<file path="src/sv/qwt_pkg.sv">
// Shared constants, codes and result type for the quoted word tokenizer.
package qwt_pkg;

  localparam int MAX_WORDS_DEF  = 63;
  localparam int WORD_BYTES_DEF = 253;
  localparam int QUEUE_DEPTH    = 4;

  localparam logic [7:0] CH_NUL    = 8'h00;
  localparam logic [7:0] CH_SPACE  = 8'h20;
  localparam logic [7:0] CH_QUOTE  = 8'h22;
  localparam logic [7:0] CH_BSLASH = 8'h5C;
  localparam logic [7:0] CH_LOW_X  = 8'h78;
  localparam logic [7:0] CH_LOW_U  = 8'h75;
  localparam logic [7:0] CH_UP_U   = 8'h55;

  localparam logic [1:0] MODE_IDLE   = 2'd0;
  localparam logic [1:0] MODE_PLAIN  = 2'd1;
  localparam logic [1:0] MODE_QUOTED = 2'd2;

  localparam logic [3:0] ESC_NONE   = 4'd0;
  localparam logic [3:0] ESC_HEX2   = 4'd2;
  localparam logic [3:0] ESC_HEX4   = 4'd4;
  localparam logic [3:0] ESC_HEX8   = 4'd8;
  localparam logic [3:0] ESC_SELECT = 4'd15;

  localparam logic [1:0] KIND_BYTE     = 2'd0;
  localparam logic [1:0] KIND_WORD_END = 2'd1;
  localparam logic [1:0] KIND_LIST_END = 2'd2;

  typedef struct packed {
    logic [1:0] kind;
    logic [7:0] char_out;
    logic       was_quoted;
    logic [5:0] word_index;
    logic       overflow;
  } qwt_res_t;

endpackage

</file>
<file path="src/sv/qwt_scan.sv">
// Scanner state and per-byte result generation for the quoted word tokenizer.
module qwt_scan #(
  parameter int MAX_WORDS  = qwt_pkg::MAX_WORDS_DEF,
  parameter int WORD_BYTES = qwt_pkg::WORD_BYTES_DEF
) (
  input  logic              clk,
  input  logic              rst_n,
  input  logic              acc,
  input  logic [7:0]        char_in,
  output logic              res0_valid,
  output logic              res1_valid,
  output qwt_pkg::qwt_res_t res0,
  output qwt_pkg::qwt_res_t res1
);

  localparam int WS_W = $clog2(MAX_WORDS + 1);
  localparam int WL_W = $clog2(WORD_BYTES + 1);
  localparam logic [WS_W-1:0] MAX_W = WS_W'(MAX_WORDS);
  localparam logic [WL_W-1:0] MAX_L = WL_W'(WORD_BYTES);

  logic [1:0]      mode_r, mode_nxt;
  logic [3:0]      esc_r, esc_nxt;
  logic [WS_W-1:0] ws_r, ws_nxt;
  logic [WL_W-1:0] wl_r, wl_nxt;
  logic            drop_r, drop_nxt;

  logic            kept;
  logic [1:0]      mode;
  logic            do_byte;
  logic            do_end;
  logic            end_quoted;
  logic            list_end;
  logic [WS_W+5:0] ws_ext;
  logic [WS_W+5:0] ws_inc_ext;
  logic [5:0]      idx_now;
  logic [5:0]      idx_inc;

  assign kept       = ws_r < MAX_W;
  assign mode       = (mode_r == 2'd3) ? qwt_pkg::MODE_IDLE : mode_r;
  assign ws_ext     = {6'b0, ws_r};
  assign ws_inc_ext = {6'b0, ws_r} + (WS_W+6)'(1);
  assign idx_now    = ws_ext[5:0];
  assign idx_inc    = ws_inc_ext[5:0];

  always_comb begin
    mode_nxt   = mode_r;
    esc_nxt    = esc_r;
    ws_nxt     = ws_r;
    wl_nxt     = wl_r;
    drop_nxt   = drop_r;
    do_byte    = 1'b0;
    do_end     = 1'b0;
    end_quoted = 1'b0;
    list_end   = 1'b0;
    res0_valid = 1'b0;
    res1_valid = 1'b0;
    res0       = '0;
    res1       = '0;
    res0.overflow = drop_r;
    res1.overflow = drop_r;

    if (char_in == qwt_pkg::CH_NUL) begin
      list_end   = 1'b1;
      do_end     = (mode == qwt_pkg::MODE_PLAIN) || (mode == qwt_pkg::MODE_QUOTED);
      end_quoted = (mode == qwt_pkg::MODE_QUOTED);
    end else if (mode == qwt_pkg::MODE_IDLE) begin
      if (char_in > qwt_pkg::CH_SPACE) begin
        if (!kept) begin
          drop_nxt = 1'b1;
        end
        wl_nxt  = '0;
        esc_nxt = qwt_pkg::ESC_NONE;
        if (char_in == qwt_pkg::CH_QUOTE) begin
          mode_nxt = qwt_pkg::MODE_QUOTED;
        end else begin
          mode_nxt = qwt_pkg::MODE_PLAIN;
          do_byte  = 1'b1;
        end
      end
    end else if (mode == qwt_pkg::MODE_PLAIN) begin
      if (char_in <= qwt_pkg::CH_SPACE) begin
        do_end = 1'b1;
      end else begin
        do_byte = 1'b1;
      end
    end else begin
      if (esc_r == qwt_pkg::ESC_SELECT) begin
        do_byte = 1'b1;
        if (char_in == qwt_pkg::CH_LOW_X) begin
          esc_nxt = qwt_pkg::ESC_HEX2;
        end else if (char_in == qwt_pkg::CH_LOW_U) begin
          esc_nxt = qwt_pkg::ESC_HEX4;
        end else if (char_in == qwt_pkg::CH_UP_U) begin
          esc_nxt = qwt_pkg::ESC_HEX8;
        end else begin
          esc_nxt = qwt_pkg::ESC_NONE;
        end
      end else if (esc_r != qwt_pkg::ESC_NONE) begin
        esc_nxt = esc_r - 4'd1;
        do_byte = 1'b1;
      end else if (char_in == qwt_pkg::CH_BSLASH) begin
        esc_nxt = qwt_pkg::ESC_SELECT;
        do_byte = 1'b1;
      end else if (char_in == qwt_pkg::CH_QUOTE) begin
        do_end     = 1'b1;
        end_quoted = 1'b1;
      end else begin
        do_byte = 1'b1;
      end
    end

    if (do_byte && kept) begin
      if (wl_r < MAX_L) begin
        res0_valid      = 1'b1;
        res0.kind       = qwt_pkg::KIND_BYTE;
        res0.char_out   = char_in;
        res0.word_index = idx_now;
        wl_nxt          = wl_r + WL_W'(1);
      end else begin
        drop_nxt = 1'b1;
      end
    end

    if (do_end) begin
      if (kept) begin
        res0_valid      = 1'b1;
        res0.kind       = qwt_pkg::KIND_WORD_END;
        res0.was_quoted = end_quoted;
        res0.word_index = idx_now;
        ws_nxt          = ws_r + WS_W'(1);
      end
      mode_nxt = qwt_pkg::MODE_IDLE;
      esc_nxt  = qwt_pkg::ESC_NONE;
      wl_nxt   = '0;
    end

    if (list_end) begin
      if (do_end && kept) begin
        res1_valid      = 1'b1;
        res1.kind       = qwt_pkg::KIND_LIST_END;
        res1.word_index = idx_inc;
      end else begin
        res0_valid      = 1'b1;
        res0.kind       = qwt_pkg::KIND_LIST_END;
        res0.word_index = idx_now;
      end
      mode_nxt = qwt_pkg::MODE_IDLE;
      esc_nxt  = qwt_pkg::ESC_NONE;
      ws_nxt   = '0;
      wl_nxt   = '0;
      drop_nxt = 1'b0;
    end
  end

  always_ff @(posedge clk) begin
    if (!rst_n) begin
      mode_r <= qwt_pkg::MODE_IDLE;
      esc_r  <= qwt_pkg::ESC_NONE;
      ws_r   <= '0;
      wl_r   <= '0;
      drop_r <= 1'b0;
    end else if (acc) begin
      mode_r <= mode_nxt;
      esc_r  <= esc_nxt;
      ws_r   <= ws_nxt;
      wl_r   <= wl_nxt;
      drop_r <= drop_nxt;
    end
  end

endmodule

</file>
<file path="src/sv/qwt_outq.sv">
// Result queue taking up to two results per cycle and releasing one.
module qwt_outq (
  input  logic              clk,
  input  logic              rst_n,
  input  logic              push0,
  input  logic              push1,
  input  qwt_pkg::qwt_res_t din0,
  input  qwt_pkg::qwt_res_t din1,
  input  logic              pop,
  output logic              room2,
  output logic              not_empty,
  output qwt_pkg::qwt_res_t dout
);

  localparam int PW = $clog2(qwt_pkg::QUEUE_DEPTH);
  localparam int CW = $clog2(qwt_pkg::QUEUE_DEPTH + 1);
  localparam logic [CW-1:0] ROOM_LIMIT = CW'(qwt_pkg::QUEUE_DEPTH - 2);

  qwt_pkg::qwt_res_t mem_r [qwt_pkg::QUEUE_DEPTH];
  logic [PW-1:0] wp_r, wp_nxt;
  logic [PW-1:0] rp_r, rp_nxt;
  logic [CW-1:0] cnt_r, cnt_nxt;
  logic [PW-1:0] wp_plus1;
  logic [CW-1:0] n_push;

  assign wp_plus1  = wp_r + PW'(1);
  assign n_push    = CW'(push0) + CW'(push1);
  assign wp_nxt    = wp_r + n_push[PW-1:0];
  assign rp_nxt    = pop ? rp_r + PW'(1) : rp_r;
  assign cnt_nxt   = cnt_r + n_push - CW'(pop);
  assign room2     = cnt_r <= ROOM_LIMIT;
  assign not_empty = cnt_r != '0;
  assign dout      = mem_r[rp_r];

  always_ff @(posedge clk) begin
    if (push0) begin
      mem_r[wp_r] <= din0;
    end
    if (push1) begin
      mem_r[wp_plus1] <= din1;
    end
  end

  always_ff @(posedge clk) begin
    if (!rst_n) begin
      wp_r  <= '0;
      rp_r  <= '0;
      cnt_r <= '0;
    end else begin
      wp_r  <= wp_nxt;
      rp_r  <= rp_nxt;
      cnt_r <= cnt_nxt;
    end
  end

endmodule

</file>
<file path="src/sv/quoted_word_tokenizer.sv">
// Top level of the quoted word tokenizer: byte scanner feeding a result queue.
//
//   channel   direction  ports
//   in        input      in_valid, in_stall, in_char_in
//   out       output     out_valid, out_stall, out_kind, out_char_out,
//                        out_was_quoted, out_word_index, out_overflow
//
// One byte is taken per clock while in_stall is low; it yields zero, one or
// two results, which enter a four-entry queue in the same cycle. The
// end-of-string byte inside a kept word gives two results, so such bytes
// drain at one result per clock from the queue while out_stall is low.
// in_stall rises while the queue has fewer than two free entries.
// Synchronous active-low reset clears scanner state and the queue.
module quoted_word_tokenizer #(
  parameter int MAX_WORDS  = qwt_pkg::MAX_WORDS_DEF,
  parameter int WORD_BYTES = qwt_pkg::WORD_BYTES_DEF
) (
  input  logic       clk,
  input  logic       rst_n,
  input  logic       in_valid,
  output logic       in_stall,
  input  logic [7:0] in_char_in,
  output logic       out_valid,
  input  logic       out_stall,
  output logic [1:0] out_kind,
  output logic [7:0] out_char_out,
  output logic       out_was_quoted,
  output logic [5:0] out_word_index,
  output logic       out_overflow
);

  logic              acc;
  logic              room2;
  logic              res0_valid;
  logic              res1_valid;
  qwt_pkg::qwt_res_t res0;
  qwt_pkg::qwt_res_t res1;
  qwt_pkg::qwt_res_t head;

  assign in_stall = !room2;
  assign acc      = in_valid && room2;

  qwt_scan #(
    .MAX_WORDS  (MAX_WORDS),
    .WORD_BYTES (WORD_BYTES)
  ) u_scan (
    .clk        (clk),
    .rst_n      (rst_n),
    .acc        (acc),
    .char_in    (in_char_in),
    .res0_valid (res0_valid),
    .res1_valid (res1_valid),
    .res0       (res0),
    .res1       (res1)
  );

  qwt_outq u_outq (
    .clk       (clk),
    .rst_n     (rst_n),
    .push0     (acc && res0_valid),
    .push1     (acc && res1_valid),
    .din0      (res0),
    .din1      (res1),
    .pop       (out_valid && !out_stall),
    .room2     (room2),
    .not_empty (out_valid),
    .dout      (head)
  );

  assign out_kind       = head.kind;
  assign out_char_out   = head.char_out;
  assign out_was_quoted = head.was_quoted;
  assign out_word_index = head.word_index;
  assign out_overflow   = head.overflow;

endmodule
</file>
<file path="config.mk">
export PLATFORM = sky130hd
export DESIGN_NAME = quoted_word_tokenizer
export DESIGN_NICKNAME = d
export VERILOG_FILES = /design/src/sv/qwt_pkg.sv /design/src/sv/qwt_scan.sv /design/src/sv/qwt_outq.sv /design/src/sv/quoted_word_tokenizer.sv
export SDC_FILE = /design/constraint.sdc
export NUM_CORES = 1
export LEC_CHECK = 0
export BUFFER_PORTS_ARGS = -buffer_cell sky130_fd_sc_hd__buf_2
export CORE_ASPECT_RATIO = 0.75
export CORE_MARGIN = 2
export CORE_UTILIZATION = 39
export CTS_CLUSTER_DIAMETER = 30
export DETAILED_ROUTE_END_ITERATION = 8
export HOLD_SLACK_MARGIN = 0.12
export PLACE_DENSITY = 0.62
export REMOVE_ABC_BUFFERS = 1
export SLEW_MARGIN = 20
export SYNTH_ARGS = -nofsm -noshare
export SYNTH_HDL_FRONTEND = slang
export SYNTH_SLANG_ARGS = --single-unit
</file>
<file path="constraint.sdc">
create_clock -name clk -period 5.05 [get_ports clk]
set_input_delay 0.7575 -clock clk [delete_from_list [all_inputs] [get_ports clk]]
set_output_delay 0.7575 -clock clk [all_outputs]
set_load 0.1 [all_outputs]
</file>
==> results_dict.tcl <==
set metrics [dict create \
    numCtsBuffers 9 \
    ios 32 \
    outcome "complete, no violations" \
    grt_max_degree 28 \
    critPathMaxFanout 13 \
    max_stage_delay_ps 890 \
    peakVddDrop_v 0.000447 \
    fin_skew_ps 15.1 \
    synth_area_leaders "dfxtp_1 27%, edfxtp_1 19%, mux4_2 7.8%" \
    cp_common_cell "nor2_1" \
    syn_inst 524 \
    ys_seq_area_share_pct 45.7 \
    root_buffer "clkbuf_16" \
    crit_type "flip-flop to flip-flop" \
    antenna_found_initial 0 \
    dp.cells 699 \
    place_hpwl_mm 8.48 \
    final_common_cell "dfxtp_1" \
    io_buffers 31 \
    cts_resized 0 \
    regArea_um2 2360 \
    finalCriticalPeriod_ps 3780 \
    rrSetupSlack_ps 1270 \
    preCtsSetupSlack_ps 912 \
    cts.htree.levels 3 \
    synthArstFlopShare_pct 0 \
    cp-end-kind "flip-flop" \
    area_delta_synth_final_pct 11.4 \
    cts_buffer_depth 2 \
    synth-seq-cells 102 \
    routedWlPerCell_um 17.3 \
    power_density_nw_per_um2 559 \
    hold_ws_ps 453 \
    final_cell_mix "69 x dfxtp_1, 61 x nand3_1, 36 x nand2_1, 32 x edfxtp_1, 31 x buf_2" \
    hold_viol 0 \
    hp-class "flip-flop to flip-flop" \
    final_nets 566 \
    setup_tns_ps 0 \
    grt_overflow_total 0 \
    leakage_nw 2.09 \
    clk_latency_ps 360 \
    min_period_over_period_pct 74.9 \
    drc 0 \
    fin_cells 715 \
    netlist_area_um2 5170 \
    fmax_mhz 264 \
    start_util_pct 39.8 \
    cts_sinks 102 \
    first_iter_violations 270 \
    relSlewSlack_pct 37.5 \
    grt.total_usage_pct 18.3 \
    place_congestion 0.859 \
    multiInputGateArea_um2 2560 \
    slew_viol_final 0 \
    required_ps 5280 \
    cts_tree "built" \
    first_pass_iters 5 \
    synth_ff_type "dfxtp_1" \
    cts-hold-fix-buffers 0 \
    crit_arrival_ps 4010 \
    crit_chain "ha_1 -> nand2_1 -> nor2_1 -> o41ai_2 -> nor2_1 -> nor2_1 -> ha_1 -> inv_1 -> ha_1 -> fa_1 -> xnor2_1 -> xnor2_1 -> nor2_1" \
    die_y_um 104 \
    routed_wl_mm 12.4 \
    slowest_stage "o41ai_2" \
    fp.coreArea_um2 13000 \
    antenna_left 0 \
    viasPerCell 5.71 \
    setup_ws_ps 1270 \
    rsz0062_at_grt "no" \
    tightest_slew_ps 928 \
    finalSetupViolCount 0 \
    grt_pass1_vias 3890 \
    synth.distinct_cells 64 \
    final_layout_size_suffix_gt1_share_pct 16.5 \
    die_w_um 137 \
    n_fill_cell 1275 \
    vias 4081 \
    syn_avg_cell_area_um2 9.86 \
    synth_top_area_share_pct 27.1 \
    diodes 0 \
    dieArea_um2 14200 \
    rows 36 \
    cap_viol_max_count 0 \
    postCtsSetupRepairBufs 0 \
    path_clk_slew_ps 70 \
    yosysTopAreaCell "dfxtp_1" \
    synth_edf_count 32 \
    cp-start-kind "flip-flop" \
    yosysWarnings 0 \
    grt_pass1_wl_mm 20.5 \
]
-- logic make-up after synthesis --
group,synth area share (%)
buf+inv,4.63
flops,45.7
mux,9.98
xor+xnor,2.03
simple gates,17.8
compound gates,16.0
fa+ha+maj,3.78
-- registers in the layout (all words and copies together) (netlist names), named ones only --
register,cells
u_outq.cnt_r,3
u_outq.mem_r,72
u_outq.rp_r,2
u_outq.wp_r,2
u_scan.drop_r,1
u_scan.esc_r,4
u_scan.idx_now,6
u_scan.mode_r,2
u_scan.wl_r,8
-- final cells by class --
| cell class | count | area share [%] |
|---|---|---|
| timing repair buffer | 41 | 4.00 |
| tap | 171 | 3.72 |
| clock buffer | 10 | 4.35 |
| sequential | 102 | 41.1 |
| inverter | 22 | 1.44 |
| clock inverter | 6 | 0.848 |
| multi-input combinational | 363 | 44.6 |
-- where the power goes --
part	leakage [nW]	internal, mW	switching (mW)
Combinational	1.07	0.353	1.00
Sequential	0.876	1.03	0.137
Clock	0.143	0.371	0.328
Total	2.09	1.75	1.46
-- synth_stat cells, types with 2 or more instances --
cell type	instances
mux2i_1	11
mux4_2	18
nor2b_1	2
xnor2_1	10
nand3b_1	2
o21ai_0	24
nand2b_1	2
a211oi_1	3
nand4b_1	2
nand3_1	61
and3_1	6
o21a_1	2
ha_1	14
o22ai_1	16
a21oi_1	15
o21ai_1	28
or3b_2	2
or4b_1	2
or4_1	2
a32o_1	2
a31oi_1	3
inv_1	22
xor2_1	2
nand4_1	2
or2_2	3
a21o_1	6
edfxtp_1	32
nor2_1	25
nor4_1	3
dfxtp_1	70
o211ai_1	7
and2_1	8
nor4b_1	2
or3_1	4
nand2_1	36
o31ai_1	6
buf_2	7
nor3b_1	3
nor3_1	8
buf_4	2
clkbuf_1	26
-- stage by stage --
| step | util, % | cell area, µm² | total power, mW |
|---|---|---|---|
| after CTS | 44.3 | 5750 | 3.24 |
| after detailed placement | 42.0 | 5450 | 2.55 |
| after global placement | 42.0 | 5450 | 2.51 |
| after floorplan | - | 5010 | 2.29 |
| after global routing | 44.4 | 5750 | 3.37 |
| final | 44.4 | 5750 | 3.22 |
-- metal layers --
layer | up-vias | part of all wire [%] | global-route usage, % | routed length (µm)
met5 | - | 0 | 0 | 0
met3 | 11 | 4.9 | 3.52 | 603
met4 | 0 | 0.99 | 4.86 | 122
met1 | 1976 | 48 | 26.3 | 5920
li1 | 1984 | - | - | -
met2 | 110 | 46 | 28.1 | 5730
-- worst max-delay path: cells and delay by family (launching register included) --
family | cells | cell delay (ps)
xor gates and xnor gates | 2 | 300
buffers and inverters | 1 | 50
and+or+nand+nor | 5 | 640
DFF | 1 | 430
adders and majority gates | 4 | 1330
AOI/OAI and AO/OA | 1 | 890
-- path summary, 6_finish.rpt --
kind / to / depth (start not counted) / startpoint
min: u_outq.mem_r[1][7] / 2 / u_outq.mem_r[1][7]
max reg2reg: u_outq.cnt_r[2] / 13 / u_scan.idx_now[0]
min reg2reg: u_outq.mem_r[1][7] / 2 / u_outq.mem_r[1][7]
max: u_outq.cnt_r[2] / 13 / u_scan.idx_now[0]
Note: power is estimated with default switching activity, not from simulation.
